--- config.mk ---
export PLATFORM = sky130hd
export DESIGN_NAME = merkle_proof_wire_validator_unit_flat
export DESIGN_NICKNAME = d
export VERILOG_FILES = /design/src/rtl/mpwv_pkg.sv /design/src/rtl/mpwv_if.sv /design/src/rtl/merkle_proof_wire_validator_unit.sv /design/src/rtl/mpwv_step.sv /design/src/flat_wrapper.sv
export SDC_FILE = /design/constraint.sdc
export NUM_CORES = 1
export LEC_CHECK = 0
export BUFFER_PORTS_ARGS = -buffer_cell sky130_fd_sc_hd__buf_2
export CAP_MARGIN = 20
export CORE_ASPECT_RATIO = 0.7
export CORE_MARGIN = 1
export CORE_UTILIZATION = 45
export DETAILED_ROUTE_END_ITERATION = 12
export GPL_TIMING_DRIVEN = 1
export PLACE_DENSITY = 0.65
export RECOVER_POWER = 25
export SYNTH_ARGS = -nofsm -noshare
export SYNTH_HDL_FRONTEND = slang
export SYNTH_HIERARCHICAL = 1
export SYNTH_SLANG_ARGS = --single-unit
--- constraint.sdc ---
create_clock -name clk_i -period 9 [get_ports clk_i]
set_input_delay 0.45 -clock clk_i [delete_from_list [all_inputs] [get_ports clk_i]]
set_output_delay 0.45 -clock clk_i [all_outputs]
set_load 0.01 [all_outputs]
--- src/rtl/mpwv_pkg.sv ---
// Package with the phase codes, limits, domain tag and shared types of the proof validator.
package mpwv_pkg;

  localparam int unsigned WireMax     = 262144;
  localparam int unsigned MaxLevels   = 64;
  localparam int unsigned MaxChildren = 4096;
  localparam int unsigned PathCap     = 256;
  localparam int unsigned NameCap     = 256;
  localparam int unsigned KindMax     = 1;
  localparam int unsigned DomainLen   = 30;
  localparam int unsigned DigestLen   = 32;

  typedef enum logic [3:0] {
    PH_DOMAIN = 4'd0,
    PH_KIND   = 4'd1,
    PH_PLEN   = 4'd2,
    PH_PBYTE  = 4'd3,
    PH_LEVELS = 4'd4,
    PH_TOTAL  = 4'd5,
    PH_LPLEN  = 4'd6,
    PH_LPBYTE = 4'd7,
    PH_COUNT  = 4'd8,
    PH_INDEX  = 4'd9,
    PH_CKIND  = 4'd10,
    PH_CNLEN  = 4'd11,
    PH_CNBYTE = 4'd12,
    PH_DIGEST = 4'd13,
    PH_EXCESS = 4'd14
  } phase_e;

  typedef enum logic [1:0] {
    ST_VALID    = 2'd0,
    ST_ACCEPTED = 2'd1,
    ST_REJECTED = 2'd2
  } status_e;

  localparam logic [7:0] DOMAIN_TAG [DomainLen] = '{
    8'h7a, 8'h63, 8'h6c, 8'h2e, 8'h63, 8'h6f, 8'h64, 8'h65, 8'h69, 8'h6e,
    8'h64, 8'h65, 8'h78, 8'h2e, 8'h6d, 8'h65, 8'h72, 8'h6b, 8'h6c, 8'h65,
    8'h2e, 8'h70, 8'h72, 8'h6f, 8'h6f, 8'h66, 8'h2e, 8'h76, 8'h31, 8'h00
  };

  typedef struct packed {
    phase_e      phase;
    logic [7:0]  field_counter;
    logic [31:0] assembly_word;
    logic [18:0] message_bytes;
    logic [6:0]  levels_declared;
    logic [12:0] children_declared;
    logic [6:0]  current_level;
    logic [12:0] children_run;
    logic [12:0] level_child_count;
    logic [12:0] child_in_level;
    logic [15:0] string_length;
    logic        rejected;
  } state_t;

  typedef struct packed {
    logic [3:0]  field_class;
    logic [7:0]  byte_value;
    logic [5:0]  level_number;
    logic [11:0] child_number;
    logic [7:0]  field_offset;
    logic        field_complete;
    logic [1:0]  status;
  } result_t;

  localparam state_t STATE_RESET = '{
    phase: PH_DOMAIN, field_counter: '0, assembly_word: '0, message_bytes: '0,
    levels_declared: '0, children_declared: '0, current_level: '0,
    children_run: '0, level_child_count: '0, child_in_level: '0,
    string_length: '0, rejected: 1'b0
  };

endpackage

--- src/rtl/mpwv_if.sv ---
// Byte input and result output channel interfaces of the proof validator.
interface mpwv_in_if;
  logic       valid;
  logic       ready;
  logic [7:0] in_byte;
  logic       last_byte;
  modport source (output valid, in_byte, last_byte, input ready);
  modport sink (input valid, in_byte, last_byte, output ready);
endinterface

interface mpwv_out_if;
  logic        valid;
  logic        ready;
  logic [3:0]  field_class;
  logic [7:0]  byte_value;
  logic [5:0]  level_number;
  logic [11:0] child_number;
  logic [7:0]  field_offset;
  logic        field_complete;
  logic [1:0]  status;
  modport source (output valid, field_class, byte_value, level_number, child_number,
                  field_offset, field_complete, status, input ready);
  modport sink (input valid, field_class, byte_value, level_number, child_number,
                field_offset, field_complete, status, output ready);
endinterface

--- src/rtl/merkle_proof_wire_validator_unit.sv ---
// Top level of the proof validator: input register, parse step and result register.
//
//   channel | dir | payload
//   in_i    | in  | in_byte, last_byte
//   out_o   | out | field_class, byte_value, level_number, child_number,
//           |     | field_offset, field_complete, status
//
// Each byte passes the input register and then the parse step, which writes the
// result register; one byte per cycle is sustained while out_o is not stalled.
// Reset returns the parser to the start of a message.
// A stalled result holds the parse step; the input register still takes one byte.
module merkle_proof_wire_validator_unit import mpwv_pkg::*; (
  input logic         clk_i,
  input logic         rst_ni,
  mpwv_in_if.sink     in_i,
  mpwv_out_if.source  out_o
);

  logic       a_valid_q;
  logic [7:0] a_byte_q;
  logic       a_last_q;
  logic       o_valid_q;
  result_t    res_q;
  result_t    res_d;
  state_t     state_q;
  state_t     state_d;
  logic       advance;

  assign advance     = a_valid_q && (!o_valid_q || out_o.ready);
  assign in_i.ready  = !a_valid_q || advance;

  mpwv_step u_step (
    .state_i  (state_q),
    .byte_i   (a_byte_q),
    .last_i   (a_last_q),
    .state_o  (state_d),
    .result_o (res_d)
  );

  always_ff @(posedge clk_i or negedge rst_ni) begin
    if (!rst_ni) begin
      a_valid_q <= 1'b0;
      o_valid_q <= 1'b0;
      state_q   <= STATE_RESET;
    end else begin
      if (in_i.ready) begin
        a_valid_q <= in_i.valid;
      end
      if (advance) begin
        o_valid_q <= 1'b1;
        state_q   <= state_d;
      end else if (out_o.ready) begin
        o_valid_q <= 1'b0;
      end
    end
  end

  always_ff @(posedge clk_i) begin
    if (in_i.ready && in_i.valid) begin
      a_byte_q <= in_i.in_byte;
      a_last_q <= in_i.last_byte;
    end
    if (advance) begin
      res_q <= res_d;
    end
  end

  assign out_o.valid          = o_valid_q;
  assign out_o.field_class    = res_q.field_class;
  assign out_o.byte_value     = res_q.byte_value;
  assign out_o.level_number   = res_q.level_number;
  assign out_o.child_number   = res_q.child_number;
  assign out_o.field_offset   = res_q.field_offset;
  assign out_o.field_complete = res_q.field_complete;
  assign out_o.status         = res_q.status;

endmodule

--- src/rtl/mpwv_step.sv ---
// Combinational per-byte parse step: next parser state and the tagged result.
module mpwv_step import mpwv_pkg::*; (
  input  state_t     state_i,
  input  logic [7:0] byte_i,
  input  logic       last_i,
  output state_t     state_o,
  output result_t    result_o
);

  state_t      s;
  state_t      n;
  logic        bad;
  logic        done;
  logic [3:0]  cls;
  logic [31:0] gword;
  logic [8:0]  fc_inc;
  logic [18:0] mb_inc;
  logic [12:0] cil_inc;
  logic [12:0] cr_inc;
  logic [6:0]  cl_inc;
  logic        in_levels;

  assign s = state_i;

  always_comb begin
    n         = s;
    bad       = 1'b0;
    done      = 1'b0;
    cls       = 4'(PH_EXCESS);
    fc_inc    = {1'b0, s.field_counter} + 9'd1;
    gword     = s.assembly_word | ({24'd0, byte_i} << {s.field_counter[1:0], 3'b000});
    cil_inc   = s.child_in_level + 13'd1;
    cr_inc    = s.children_run + 13'd1;
    cl_inc    = s.current_level + 7'd1;
    mb_inc    = s.message_bytes;
    in_levels = (s.phase >= PH_LPLEN) && (s.phase <= PH_DIGEST);

    if (mb_inc <= 19'(WireMax)) begin
      mb_inc = mb_inc + 19'd1;
    end
    if (mb_inc > 19'(WireMax)) begin
      bad = 1'b1;
    end
    n.message_bytes = mb_inc;

    case (s.phase)
      PH_DOMAIN: begin
        cls = 4'(PH_DOMAIN);
        if (s.field_counter >= 8'(DomainLen) || byte_i != DOMAIN_TAG[s.field_counter[4:0]]) begin
          bad = 1'b1;
        end
        if (fc_inc >= 9'(DomainLen)) begin
          done = 1'b1;
          n.phase = PH_KIND; n.field_counter = '0; n.assembly_word = '0;
        end else begin
          n.field_counter = fc_inc[7:0];
        end
      end
      PH_KIND, PH_CKIND: begin
        cls  = 4'(s.phase);
        done = 1'b1;
        if (byte_i > 8'(KindMax)) begin
          bad = 1'b1;
        end
        n.phase = (s.phase == PH_KIND) ? PH_PLEN : PH_CNLEN;
        n.field_counter = '0; n.assembly_word = '0;
      end
      PH_PLEN, PH_LPLEN, PH_CNLEN: begin
        cls = 4'(s.phase);
        if (fc_inc >= 9'd2) begin
          done = 1'b1;
          n.string_length = gword[15:0];
          if (gword[15:0] >= ((s.phase == PH_CNLEN) ? 16'(NameCap) : 16'(PathCap))) begin
            bad = 1'b1;
          end
          n.field_counter = '0; n.assembly_word = '0;
          if (gword[15:0] != 16'd0) begin
            n.phase = phase_e'(s.phase + 4'd1);
          end else if (s.phase == PH_PLEN) begin
            n.phase = PH_LEVELS;
          end else if (s.phase == PH_LPLEN) begin
            n.phase = PH_COUNT;
          end else begin
            n.phase = PH_DIGEST;
          end
        end else begin
          n.field_counter = fc_inc[7:0];
          n.assembly_word = gword;
        end
      end
      PH_PBYTE, PH_LPBYTE, PH_CNBYTE: begin
        cls = 4'(s.phase);
        if (byte_i == 8'd0) begin
          bad = 1'b1;
        end
        n.field_counter = fc_inc[7:0];
        if ({7'd0, fc_inc} >= s.string_length) begin
          done = 1'b1;
          n.field_counter = '0; n.assembly_word = '0;
          if (s.phase == PH_PBYTE) begin
            n.phase = PH_LEVELS;
          end else if (s.phase == PH_LPBYTE) begin
            n.phase = PH_COUNT;
          end else begin
            n.phase = PH_DIGEST;
          end
        end
      end
      PH_LEVELS, PH_TOTAL, PH_COUNT, PH_INDEX: begin
        cls = 4'(s.phase);
        if (fc_inc >= 9'd4) begin
          done = 1'b1;
          n.field_counter = '0; n.assembly_word = '0;
          case (s.phase)
            PH_LEVELS: begin
              if (gword > 32'(MaxLevels)) begin
                bad = 1'b1;
              end else begin
                n.levels_declared = gword[6:0];
              end
              n.phase = PH_TOTAL;
            end
            PH_TOTAL: begin
              if (gword > 32'(MaxChildren)) begin
                bad = 1'b1;
              end else begin
                n.children_declared = gword[12:0];
              end
              if (s.levels_declared == 7'd0) begin
                if (n.children_declared != 13'd0) begin
                  bad = 1'b1;
                end
                n.phase = PH_EXCESS;
              end else begin
                n.phase = PH_LPLEN;
              end
            end
            PH_COUNT: begin
              if (gword == 32'd0 || s.children_run > s.children_declared ||
                  gword > {19'd0, s.children_declared - s.children_run}) begin
                bad = 1'b1;
              end else begin
                n.level_child_count = gword[12:0];
              end
              n.phase = PH_INDEX;
            end
            default: begin
              if (gword >= {19'd0, s.level_child_count}) begin
                bad = 1'b1;
              end
              n.child_in_level = '0;
              n.phase = PH_CKIND;
            end
          endcase
        end else begin
          n.field_counter = fc_inc[7:0];
          n.assembly_word = gword;
        end
      end
      PH_DIGEST: begin
        cls = 4'(PH_DIGEST);
        if (fc_inc >= 9'(DigestLen)) begin
          done = 1'b1;
          n.child_in_level = cil_inc;
          n.children_run   = cr_inc;
          n.field_counter = '0; n.assembly_word = '0;
          if (cil_inc >= s.level_child_count) begin
            n.current_level = cl_inc;
            if (cl_inc >= s.levels_declared) begin
              if (cr_inc != s.children_declared) begin
                bad = 1'b1;
              end
              n.phase = PH_EXCESS;
            end else begin
              n.phase = PH_LPLEN;
            end
          end else begin
            n.phase = PH_CKIND;
          end
        end else begin
          n.field_counter = fc_inc[7:0];
        end
      end
      default: begin
        cls = 4'(PH_EXCESS);
        bad = 1'b1;
        n.phase = PH_EXCESS;
        n.field_counter = '0;
      end
    endcase

    if (bad) begin
      n.rejected = 1'b1;
      n.phase = PH_EXCESS;
      n.field_counter = '0;
      n.assembly_word = '0;
    end

    result_o.field_class    = cls;
    result_o.byte_value     = byte_i;
    result_o.level_number   = in_levels ? s.current_level[5:0] : 6'd0;
    result_o.child_number   = in_levels ? s.children_run[11:0] : 12'd0;
    result_o.field_offset   = (s.phase == PH_EXCESS || s.phase > PH_EXCESS) ? 8'd0
                                                                          : s.field_counter;
    result_o.field_complete = done;
    if (last_i) begin
      result_o.status = (!n.rejected && n.phase == PH_EXCESS) ? ST_ACCEPTED : ST_REJECTED;
      state_o = STATE_RESET;
    end else begin
      result_o.status = n.rejected ? ST_REJECTED : ST_VALID;
      state_o = n;
    end
  end

endmodule
--- src/flat_wrapper.sv ---
// flat-port wrapper written by rule: the top's interface ports become plain ports
module merkle_proof_wire_validator_unit_flat import mpwv_pkg::*;
  (clk_i, rst_ni, in_i_valid, in_i_in_byte, in_i_last_byte, in_i_ready, out_o_valid, out_o_field_class, out_o_byte_value, out_o_level_number, out_o_child_number, out_o_field_offset, out_o_field_complete, out_o_status, out_o_ready);
  mpwv_in_if in_i_i ();
  mpwv_out_if out_o_i ();
  input logic clk_i;
  input logic rst_ni;
  input wire logic [$bits(in_i_i.valid)-1:0] in_i_valid;
  input wire logic [$bits(in_i_i.in_byte)-1:0] in_i_in_byte;
  input wire logic [$bits(in_i_i.last_byte)-1:0] in_i_last_byte;
  output wire logic [$bits(in_i_i.ready)-1:0] in_i_ready;
  output wire logic [$bits(out_o_i.valid)-1:0] out_o_valid;
  output wire logic [$bits(out_o_i.field_class)-1:0] out_o_field_class;
  output wire logic [$bits(out_o_i.byte_value)-1:0] out_o_byte_value;
  output wire logic [$bits(out_o_i.level_number)-1:0] out_o_level_number;
  output wire logic [$bits(out_o_i.child_number)-1:0] out_o_child_number;
  output wire logic [$bits(out_o_i.field_offset)-1:0] out_o_field_offset;
  output wire logic [$bits(out_o_i.field_complete)-1:0] out_o_field_complete;
  output wire logic [$bits(out_o_i.status)-1:0] out_o_status;
  input wire logic [$bits(out_o_i.ready)-1:0] out_o_ready;
  assign in_i_i.valid = in_i_valid;
  assign in_i_i.in_byte = in_i_in_byte;
  assign in_i_i.last_byte = in_i_last_byte;
  assign in_i_ready = in_i_i.ready;
  assign out_o_valid = out_o_i.valid;
  assign out_o_field_class = out_o_i.field_class;
  assign out_o_byte_value = out_o_i.byte_value;
  assign out_o_level_number = out_o_i.level_number;
  assign out_o_child_number = out_o_i.child_number;
  assign out_o_field_offset = out_o_i.field_offset;
  assign out_o_field_complete = out_o_i.field_complete;
  assign out_o_status = out_o_i.status;
  assign out_o_i.ready = out_o_ready;
  merkle_proof_wire_validator_unit u_core (.clk_i(clk_i), .rst_ni(rst_ni), .in_i(in_i_i), .out_o(out_o_i));
endmodule
==> results.sh, run 1 <==
export IMPL_p_per_area_nw_per_um2=199
export IMPL_synth_edf_count=50
export IMPL_synth_common_cells="nor2_1, dfrtp_1, mux2_4"
export IMPL_globalplace_congestion=0.902
export IMPL_synth_cell_types=82
export IMPL_via_count=11700
export IMPL_syn2layout_area_growth_pct=6.16
export IMPL_n_antenna_cell=0
export IMPL_cts_hold_buf=0
export IMPL_rr_startpoint="u_core/state_q[43]$_DFFE_PN0P_"
export IMPL_cts_setup_buffers=0
export IMPL_cts_made_buffers=17
export IMPL_required_ns=9.41
export IMPL_final_antenna_net_count=0
export IMPL_drc=3
export IMPL_synth_yosys_seq_area_share_pct=34.7
export IMPL_startpoint_type="flip-flop"
export IMPL_fillers=2986
export IMPL_p_leak_nw=6.86
export IMPL_hold_path_depth=1
export IMPL_path_class="flip-flop to flip-flop"
export IMPL_critPathArrivalTime_ns=5.51
export IMPL_ir_drop_v=0.000169
export IMPL_via_per_inst=5.93
export IMPL_max_stage_delay_ns=0.65
export IMPL_grt_total_usage_pct=23.5
export IMPL_detail_route_first_pass_iterations=9
export IMPL_crit_top_cell="o21ai_0"
export IMPL_grt_overflow=0
export IMPL_max_freq_mhz=196
export IMPL_synth_ff_type="dfrtp_1"
export IMPL_ys_seq_elements=198
export IMPL_r2r_end="u_core/state_q[141]$_DFFE_PN0P_"
export IMPL_grt_pass1_wl_um=62300
export IMPL_relSlewSlack_pct=-190
export IMPL_rows=55
export IMPL_reg2reg_depth=20
export IMPL_synthTopCellsByArea="dfrtp_1, mux2_4, edfxtp_1"
export IMPL_p_int_w=0.00184
export IMPL_initial_core_util_pct=46.1
export IMPL_critPathCaptureType="flip-flop"
export IMPL_fin_skew_ns=0.0125
export IMPL_worstMarginPinSlew_ns=4.35
export IMPL_clock_sinks=198
export IMPL_netlist_area_um2=15000
export IMPL_die_area_um2=34100
export IMPL_power_frac_seq_pct=34.9
export IMPL_clockPowerShare_pct=24.7
export IMPL_multi_input_area_um2=8870
export IMPL_path_cells="ha_1, fa_1, nor2b_1, o21ai_0, a21oi_1, o21ai_0, a21boi_0, o21ai_0, a21boi_0, nor4_1, a311oi_1, ha_1, nand2_1, or2_2, o31ai_1, nor4b_1, o2111ai_4, buf_4, nor3b_1, mux2_2"
export IMPL_netlist_instances=1543
export IMPL_cts_tree="yes"
export IMPL_yosysMostFrequentCell="nor2_1"
export IMPL_drt_iter0_markers=1004
export IMPL_path_clk_slew_ns=0.08
export IMPL_mappedNetlistNets=1642
export IMPL_wl_um=38600
export IMPL_grt_max_degree=77
export IMPL_final_nets=1634
export IMPL_insertion_delay_ns=0.47
export IMPL_combinationalPowerShare_pct=40.4
export IMPL_portBuffers=55
export IMPL_drive_gt1_share_pct=18.2
export IMPL_place_hpwl_um=26700
export IMPL_hold_violations=0
export IMPL_synth_top_area_share_pct=24.7
export IMPL_register_area_um2=5200
export IMPL_io_pin_count=56
export IMPL_htreeDepth=4
export IMPL_final_area_um2=15900
export IMPL_die_w_um=220
export IMPL_synth_warnings=6
export IMPL_setup_violations=0
export IMPL_violations="DRC, capacitance limit, slew limit"
export IMPL_p_switching_w=0.00133
export IMPL_cts_buffer_depth=2
export IMPL_coreArea_um2=32600
export IMPL_synth_area_leader_cell="dfrtp_1"
export IMPL_cp_max_fo=41
export IMPL_finalSetupTns_ns=0
export IMPL_die_h_um=155
export IMPL_synth_area_per_cell_um2=9.73
export IMPL_async_flop_share_pct=74.7
export IMPL_maxCapViolCount=1
export IMPL_wire_per_inst_um=19.5
export IMPL_fin_crit_sh_pct=56.7
export IMPL_grt_pass1_vias=11200
export IMPL_clock_root_buffer="clkbuf_16"
export IMPL_antenna_found_initial=0
export IMPL_hp_class="input port to flip-flop"
export IMPL_critical_path_slowest_cell="nor4b_1"
export IMPL_run_status="finished with violations"
export IMPL_post_route_min_period_ns=5.10
export IMPL_hold_path_end="u_core/a_byte_q[3]$_DFFE_PP_"
export IMPL_regToRegSetupSlack_ns=3.90
export IMPL_placedInstanceArea_um2=15300
export IMPL_cts_resized_gates=0
export IMPL_p_sw_share_pct=42.0
export IMPL_drv_slew=74
export IMPL_hp_start="in_i_in_byte[3]"
export IMPL_rsz0062_at_grt="false"
## metal layers
| metal | global-route usage, % | vias up | share of wire, % |
|---|---|---|---|
| li1 | - | 5567 | - |
| met1 | 34.9 | 5701 | 49 |
| met5 | 0 | - | 0 |
| met3 | 6.30 | 56 | 8.3 |
| met2 | 32.6 | 393 | 41 |
| met4 | 7.49 | 0 | 1.8 |
## cell usage in the layout (no fill, tap or decap), types with 12 or more instances in the layout
master     netlist  final
a211oi_1        33     33
a21o_1          12     12
a21oi_1         80     80
a22oi_1         37     37
and2_1          29     29
and3_1          18     18
buf_2            8     54
buf_4           11     16
clkbuf_16        0     17
dfrtp_1        148    148
edfxtp_1        50     50
ha_1            85     85
inv_1           85     85
mux2_2          20     20
mux2_4         129    129
mux2i_1         19     19
nand2_1         66     66
nand2b_1        16     16
nand3_1         35     35
nand4_1         22     22
nor2_1         194    194
nor3_1          31     31
nor4_1          26     25
o211ai_1        12     12
o21ai_0         55     55
xnor2_1         50     50
xor2_1          35     35
## layout make-up
type                            instances  area share [%]
Multi-Input combinational cell       1159            55.7
Sequential cell                       198            32.6
Tap cell                              427            3.35
Clock buffer                           17            2.67
Timing Repair Buffer                   73            2.67
Inverter                               86            2.02
Clock inverter                         15           0.989
## power groups by stage
stage | combinational (W) | sequential, W | clock [W]
2_1_floorplan | 0.000927 | 0.00107 | 0
3_3_place_gp | 0.00121 | 0.00112 | 0
3_5_place_dp | 0.00123 | 0.00112 | 0
4_1_cts | 0.00124 | 0.00110 | 0.000803
5_1_grt | 0.00138 | 0.00112 | 0.000838
6_report | 0.00128 | 0.00110 | 0.000784
## cells by family (layout without fill, tap and decap cells)
kind of cell,after synthesis,after routing,synth area share (%)
AO/OA/AOI/OAI,320,320,14.3
XOR/XNOR,85,85,4.96
adder cells (fa/ha/maj),86,86,7.21
buffers and inverters,186,191,6.38
flip-flops,198,198,34.7
multiplexers,171,171,16.1
AND/OR/NAND/NOR,497,497,16.4
## worst max path at each step
stage                     cells after the start                         endpoint                            from
after floorplan                              20   u_core/state_q[33]$_DFFE_PN0P_  u_core/state_q[44]$_DFFE_PN0P_
after global placement                       20  u_core/state_q[141]$_DFFE_PN0P_  u_core/state_q[43]$_DFFE_PN0P_
after detailed placement                     20  u_core/state_q[141]$_DFFE_PN0P_  u_core/state_q[43]$_DFFE_PN0P_
after CTS                                    20  u_core/state_q[141]$_DFFE_PN0P_  u_core/state_q[43]$_DFFE_PN0P_
after global routing                         20  u_core/state_q[137]$_DFFE_PN0P_  u_core/state_q[43]$_DFFE_PN0P_
final                                        20  u_core/state_q[141]$_DFFE_PN0P_  u_core/state_q[43]$_DFFE_PN0P_
## worst max-delay path: cells and delay by family (launching register included)
kind                       cells  cell delay, ns
AOI/OAI and AO/OA              9            1.79
adders and majority gates      3            0.83
muxes                          1            0.18
DFF                            1            0.45
buffers and inverters          1            0.33
and+or+nand+nor                6            1.45
## per-stage QoR
step	hold slack (ns)	util (%)	power (W)	setup WS (ns)	cells
floorplan	0.154	-	0.00200	4.25	1543
global placement	0.473	47.1	0.00233	4.13	1942
detailed placement	0.487	47.1	0.00235	4.01	1942
CTS	0.0323	48.9	0.00314	3.95	1974
global route	0.131	49.0	0.00334	3.53	1975
finish	0.150	49.0	0.00317	3.90	1975
## sequential cells by signal, indices dropped and copies added, names as in the netlist, 2 cells and up
register / count
u_core/a_byte_q: 8
u_core/out_o.level_number: 6
u_core/out_o.child_number: 12
u_core/out_o.field_class: 4
u_core/out_o.byte_value: 8
u_core/out_o.field_offset: 8
u_core/state_q: 146
u_core/out_o.status: 2
Power figures use the tool's default switching activity.
==> run 2: changes to the inputs <==
Settings changed: PLACE_DENSITY 0.65 to 0.67.
Clock period 9 ns to 4.4 ns, I/O delays scaled along.
==> run 2 against run 1 <==
Against the previous run:
- the run ends with capacitance limit, slew limit, setup timing left
- design area rose by 6.4%
- first-iteration DRC count rose by 21%
- global-route usage rose by 0.53 points
- hold slack got worse by 0.055 ns
- worst setup slack got worse by 3.9 ns
==> results.sh, run 2 (synthesized netlist as in run 1, its figures left out) <==
export IMPL_htreeDepth=4
export IMPL_critPathCaptureType="flip-flop"
export IMPL_p_leak_nw=7.39
export IMPL_grt_pass1_wl_um=64200
export IMPL_die_w_um=220
export IMPL_cts_made_buffers=17
export IMPL_clock_sinks=198
export IMPL_p_per_area_nw_per_um2=416
export IMPL_drc=0
export IMPL_path_class="flip-flop to flip-flop"
export IMPL_initial_core_util_pct=46.1
export IMPL_clock_root_buffer="clkbuf_16"
export IMPL_largest_reg_flops=146
export IMPL_grt_pass1_vias=11500
export IMPL_die_area_um2=34100
export IMPL_cp_max_fo=16
export IMPL_io_pin_count=56
export IMPL_drv_slew=85
export IMPL_drt_iter0_markers=1217
export IMPL_portBuffers=55
export IMPL_multi_input_area_um2=9100
export IMPL_whs_ns=0.0957
export IMPL_max_stage_delay_ns=0.42
export IMPL_worstMarginPinSlew_ns=2.31
export IMPL_globalplace_congestion=0.946
export IMPL_fin_crit_sh_pct=101
export IMPL_grt_overflow=0
export IMPL_maxCapViolCount=1
export IMPL_run_status="finished with violations"
export IMPL_place_hpwl_um=28100
export IMPL_final_cell_mix="nor2_1, dfrtp_1, mux2_4, inv_1, ha_1"
export IMPL_fillers=2867
export IMPL_grt_total_usage_pct=24.0
export IMPL_register_area_um2=5200
export IMPL_hold_violations=0
export IMPL_largest_register="u_core/state_q"
export IMPL_cts_buffer_depth=2
export IMPL_path_cells="ha_1, nor2b_4, o31a_1, or2_4, o311a_4, buf_6, a31oi_2, xor2_1, ha_1, nand2_2, or2_4, nor3_2, o31ai_2, nand3_1, nor4b_2, buf_4, o2111ai_4, buf_12, buf_12, nor2_1, mux2_4"
export IMPL_relSlewSlack_pct=-54.3
export IMPL_final_nets=1720
export IMPL_post_route_min_period_ns=4.43
export IMPL_timing_final_ws_setup_ns=-0.0305
export IMPL_detail_route_first_pass_iterations=5
export IMPL_final_common_cell="nor2_1"
export IMPL_final_antenna_net_count=0
export IMPL_wire_per_inst_um=19.6
export IMPL_max_freq_mhz=226
export IMPL_rsz0062_at_grt="true"
export IMPL_grt_max_degree=92
export IMPL_coreArea_um2=32600
export IMPL_antenna_found_initial=1
export IMPL_insertion_delay_ns=0.46
export IMPL_rows=55
export IMPL_required_ns=4.75
export IMPL_via_count=12300
export IMPL_setup_violations=30
export IMPL_fin_skew_ns=0.0147
export IMPL_critPathArrivalTime_ns=4.78
export IMPL_violations="capacitance limit, slew limit, setup timing"
export IMPL_critical_path_slowest_cell="dfrtp_1"
export IMPL_syn2layout_area_growth_pct=13.0
export IMPL_wl_um=40400
export IMPL_startpoint_type="flip-flop"
export IMPL_drive_gt1_share_pct=23.4
export IMPL_ir_drop_v=0.000355
export IMPL_finalSetupTns_ns=-0.262
export IMPL_die_h_um=155
export IMPL_hp_class="input port to flip-flop"
export IMPL_path_clk_slew_ns=0.07
export IMPL_via_per_inst=5.98
export IMPL_cts_tree="yes"
## run 2: report_power, final
part / switching (W) / internal (W)
logic: 0.00194 / 0.00121
clock network: 0.000738 / 0.000951
registers: 0.000168 / 0.00204
## run 2: worst paths after layout
check                                                       end  cells past startpoint  slack, ns                      startpoint
worst max-delay path            u_core/state_q[115]$_DFFE_PN0P_                     21      -0.03  u_core/state_q[64]$_DFFE_PN0P_
worst min-delay path               u_core/a_valid_q$_DFFE_PN0P_                      3        0.1                     out_o_ready
worst max register to register  u_core/state_q[115]$_DFFE_PN0P_                     21      -0.03  u_core/state_q[64]$_DFFE_PN0P_
worst min register to register   u_core/out_o.valid$_DFFE_PN0P_                      1       0.50    u_core/a_valid_q$_DFFE_PN0P_
max in group asynchronous        u_core/out_o.valid$_DFFE_PN0P_                      3       1.87                          rst_ni
min in group asynchronous       u_core/state_q[136]$_DFFE_PN0P_                      2       0.99                          rst_ni
## run 2: layer usage
| layer | GRT usage, % | share of wire (%) |
|---|---|---|
| met2 | 34.7 | 43 |
| met4 | 6.70 | 1.7 |
| met3 | 5.49 | 7.6 |
| met5 | 0 | 0 |
| met1 | 35.6 | 48 |
## run 2: repair_timing
action                                  4_1_cts  5_1_grt
hold buffers                                 11        0
pin swaps                                     8       20
gates cloned                                  2        1
setup buffers                                 3        4
endpoints found under the hold margin        92        0
resized for setup                            27       37
endpoints found under the setup margin       59       60
## run 2: critical path, delay by kind of cell, from the launching register on
| kind | cells | cell delay, ns |
|---|---|---|
| buffers and inverters | 4 | 0.62 |
| DFF | 1 | 0.42 |
| xor gates and xnor gates | 1 | 0.11 |
| adders and majority gates | 2 | 0.61 |
| and+or+nand+nor | 8 | 1.09 |
| AOI/OAI and AO/OA | 5 | 1.20 |
| muxes | 1 | 0.26 |
## run 2: cell type report
class                           count  share of cell area (%)
Antenna cell                        2                  0.0295
Clock buffer                       19                    2.55
Clock inverter                     13                    1.08
Inverter                           86                    1.90
Multi-Input combinational cell   1159                    53.6
Sequential cell                   198                    30.7
Tap cell                          427                    3.15
Timing Repair Buffer              159                    6.97
## run 2: metrics by stage
stage	std cells	total power, W	worst slack [ns]	utilization [%]	cell area (um2)
2_1_floorplan	1543	0.00410	0.0301	-	15000
3_3_place_gp	2008	0.00497	-0.115	48.8	15900
3_5_place_dp	2008	0.00502	-0.368	48.8	15900
4_1_cts	2056	0.00690	0.00455	51.5	16800
5_1_grt	2061	0.00739	-0.215	52.1	17000
6_report	2063	0.00705	-0.0305	52.1	17000
==> run 3: changes to the inputs <==
Settings changed: PLACE_DENSITY 0.67 to 0.65.
Clock period 4.4 ns to 5.2 ns, I/O delays scaled along.
==> run 3 against run 2 <==
Against the previous run:
- the run ends with DRC, capacitance limit, slew limit left
- die area did not move
- via count fell by 3.1%
- global-route usage shrank 0.52 points
- power shrank 21%
- worst setup slack improved by 0.36 ns
- sequential cell count unchanged
- sequential share of layout area increased by 1.4 points
- design area decreased by 4.4%
- clock-buffer cell count rose by 2
- wire length shrank 2.6%
- highest routed layer unchanged
- non-clock buffer count fell by 57
- critical path depth increased by 2
==> results.sh, run 3 (synthesized netlist as in run 1, its figures left out) <==
export IMPL_run_status="finished with violations"
export IMPL_violations="DRC, capacitance limit, slew limit"
export IMPL_power_w=0.00559
export IMPL_fin_skew_ns=0.0128
export IMPL_insertion_delay_ns=0.46
export IMPL_critPathCaptureType="flip-flop"
export IMPL_max_stage_delay_ns=0.45
export IMPL_hp_class="input port to flip-flop"
export IMPL_portBuffers=55
export IMPL_wl_um=39400
export IMPL_finalSetupTns_ns=0
export IMPL_grt_pass1_wl_um=62700
export IMPL_io_pin_count=56
export IMPL_grt_pass1_vias=11300
export IMPL_path_class="flip-flop to flip-flop"
export IMPL_power_frac_seq_pct=33.6
export IMPL_path_cells="ha_1, fa_1, nor2b_1, o21ai_0, a21oi_1, o21ai_0, a21boi_1, o21ai_0, a21boi_0, nor4_1, a311oi_1, ha_1, nand2_1, or2_2, nor3_1, o31ai_1, nand3_1, nor4b_1, buf_4, o2111ai_4, buf_12, nor2_1, mux2_4"
export IMPL_critPathArrivalTime_ns=5.22
export IMPL_combinationalPowerShare_pct=42.4
export IMPL_whs_ns=0.116
export IMPL_path_clk_slew_ns=0.07
export IMPL_final_antenna_net_count=0
export IMPL_drv_slew=71
export IMPL_startpoint_type="flip-flop"
export IMPL_via_per_inst=5.97
export IMPL_cp_max_fo=31
export IMPL_grt_total_usage_pct=23.5
export IMPL_final_cells=2004
export IMPL_critical_path_slowest_cell="dfrtp_1"
export IMPL_relSlewSlack_pct=-172
export IMPL_n_antenna_cell=0
export IMPL_place_hpwl_um=27100
export IMPL_clock_root_buffer="clkbuf_16"
export IMPL_cts_made_buffers=17
export IMPL_grt_overflow=0
export IMPL_path_buf_inv=2
export IMPL_required_ns=5.54
export IMPL_cts_tree="yes"
export IMPL_p_per_area_nw_per_um2=345
export IMPL_wire_per_inst_um=19.6
export IMPL_largest_reg_flops=146
export IMPL_post_route_min_period_ns=4.87
export IMPL_syn2layout_area_growth_pct=8.00
export IMPL_p_int_w=0.00332
export IMPL_cts_buffer_depth=2
export IMPL_max_freq_mhz=205
export IMPL_ir_drop_v=0.000290
export IMPL_clockPowerShare_pct=24.1
export IMPL_die_area_um2=34100
export IMPL_maxCapViolCount=1
export IMPL_setup_violations=0
export IMPL_final_nets=1663
export IMPL_crit_top_cell="o21ai_0"
export IMPL_drc=3
export IMPL_coreArea_um2=32600
export IMPL_rows=55
export IMPL_detail_route_first_pass_iterations=10
export IMPL_final_cell_mix="nor2_1, dfrtp_1, mux2_4, inv_1, ha_1"
export IMPL_p_sw_share_pct=40.6
export IMPL_p_leak_nw=6.94
export IMPL_antenna_found_initial=0
export IMPL_via_count=12000
export IMPL_regToRegSetupSlack_ns=0.33
export IMPL_critical_path_top_delay_family="compound AO/OA/AOI/OAI gates"
export IMPL_htreeDepth=4
export IMPL_grt_max_degree=71
export IMPL_worstMarginPinSlew_ns=4.07
export IMPL_drt_iter0_markers=1319
export IMPL_clock_sinks=198
export IMPL_die_h_um=155
export IMPL_p_switching_w=0.00227
export IMPL_final_common_cell="nor2_1"
export IMPL_largest_register="u_core/state_q"
export IMPL_fin_crit_sh_pct=93.7
export IMPL_drive_gt1_share_pct=17.5
export IMPL_hold_violations=0
export IMPL_globalplace_congestion=0.899
export IMPL_initial_core_util_pct=46.1
export IMPL_die_w_um=220
export IMPL_dp_cells=1959
## run 3: power groups by stage
| stage | Sequential (W) | Clock [W] | Combinational [W] |
|---|---|---|---|
| 4_1_cts | 0.00187 | 0.00138 | 0.00227 |
| 6_report | 0.00188 | 0.00135 | 0.00237 |
| 3_3_place_gp | 0.00190 | 0 | 0.00223 |
| 3_5_place_dp | 0.00190 | 0 | 0.00225 |
| 5_1_grt | 0.00189 | 0.00145 | 0.00255 |
| 2_1_floorplan | 0.00186 | 0 | 0.00161 |
## run 3: path summary, 6_finish.rpt
check | start | to | depth (start not counted)
min in group asynchronous | rst_ni | u_core/state_q[137]$_DFFE_PN0P_ | 2
min reg2reg | u_core/a_valid_q$_DFFE_PN0P_ | u_core/out_o.valid$_DFFE_PN0P_ | 1
max reg2reg | u_core/state_q[43]$_DFFE_PN0P_ | u_core/state_q[132]$_DFFE_PN0P_ | 23
min | out_o_ready | u_core/a_valid_q$_DFFE_PN0P_ | 3
max | u_core/state_q[43]$_DFFE_PN0P_ | u_core/state_q[132]$_DFFE_PN0P_ | 23
max in group asynchronous | rst_ni | u_core/state_q[126]$_DFFE_PN0P_ | 2
## run 3: final cells by class
type | count | area (um2)
multi-input combinational | 1159 | 8890
sequential | 198 | 5200
timing repair buffer | 102 | 681
inverter | 86 | 323
clock buffer | 21 | 462
clock inverter | 11 | 124
fill | 2970 | 16300
tap | 427 | 534
## run 3: what timing repair did
item | in CTS | in global routing
buffers inserted | 0 | 1
setup endpoints to repair | 0 | 50
endpoints found under the hold margin | 78 | 0
gates resized for setup | 0 | 7
hold buffers | 11 | 0
## run 3: metrics by stage
stage               setup slack [ns]  utilization, %  instance area, um2
CTS                            0.237            49.8               16200
global placement               0.453            47.7               15500
finish                         0.325            49.8               16200
global route                 -0.0814            49.8               16200
floorplan                      0.445               -               15000
detailed placement             0.285            47.7               15500
## run 3: tightest hold or removal path: cells and delay by family
kind | cells | cell delay, ns
buf+inv | 1 | 0.08
simple gates | 2 | 0.18
## run 3: layer usage
layer / global-route usage, % / part of all wire, %
met5: 0 / 0
met4: 6.37 / 1.7
met3: 5.83 / 8.2
met2: 33.3 / 42
met1: 35.1 / 48
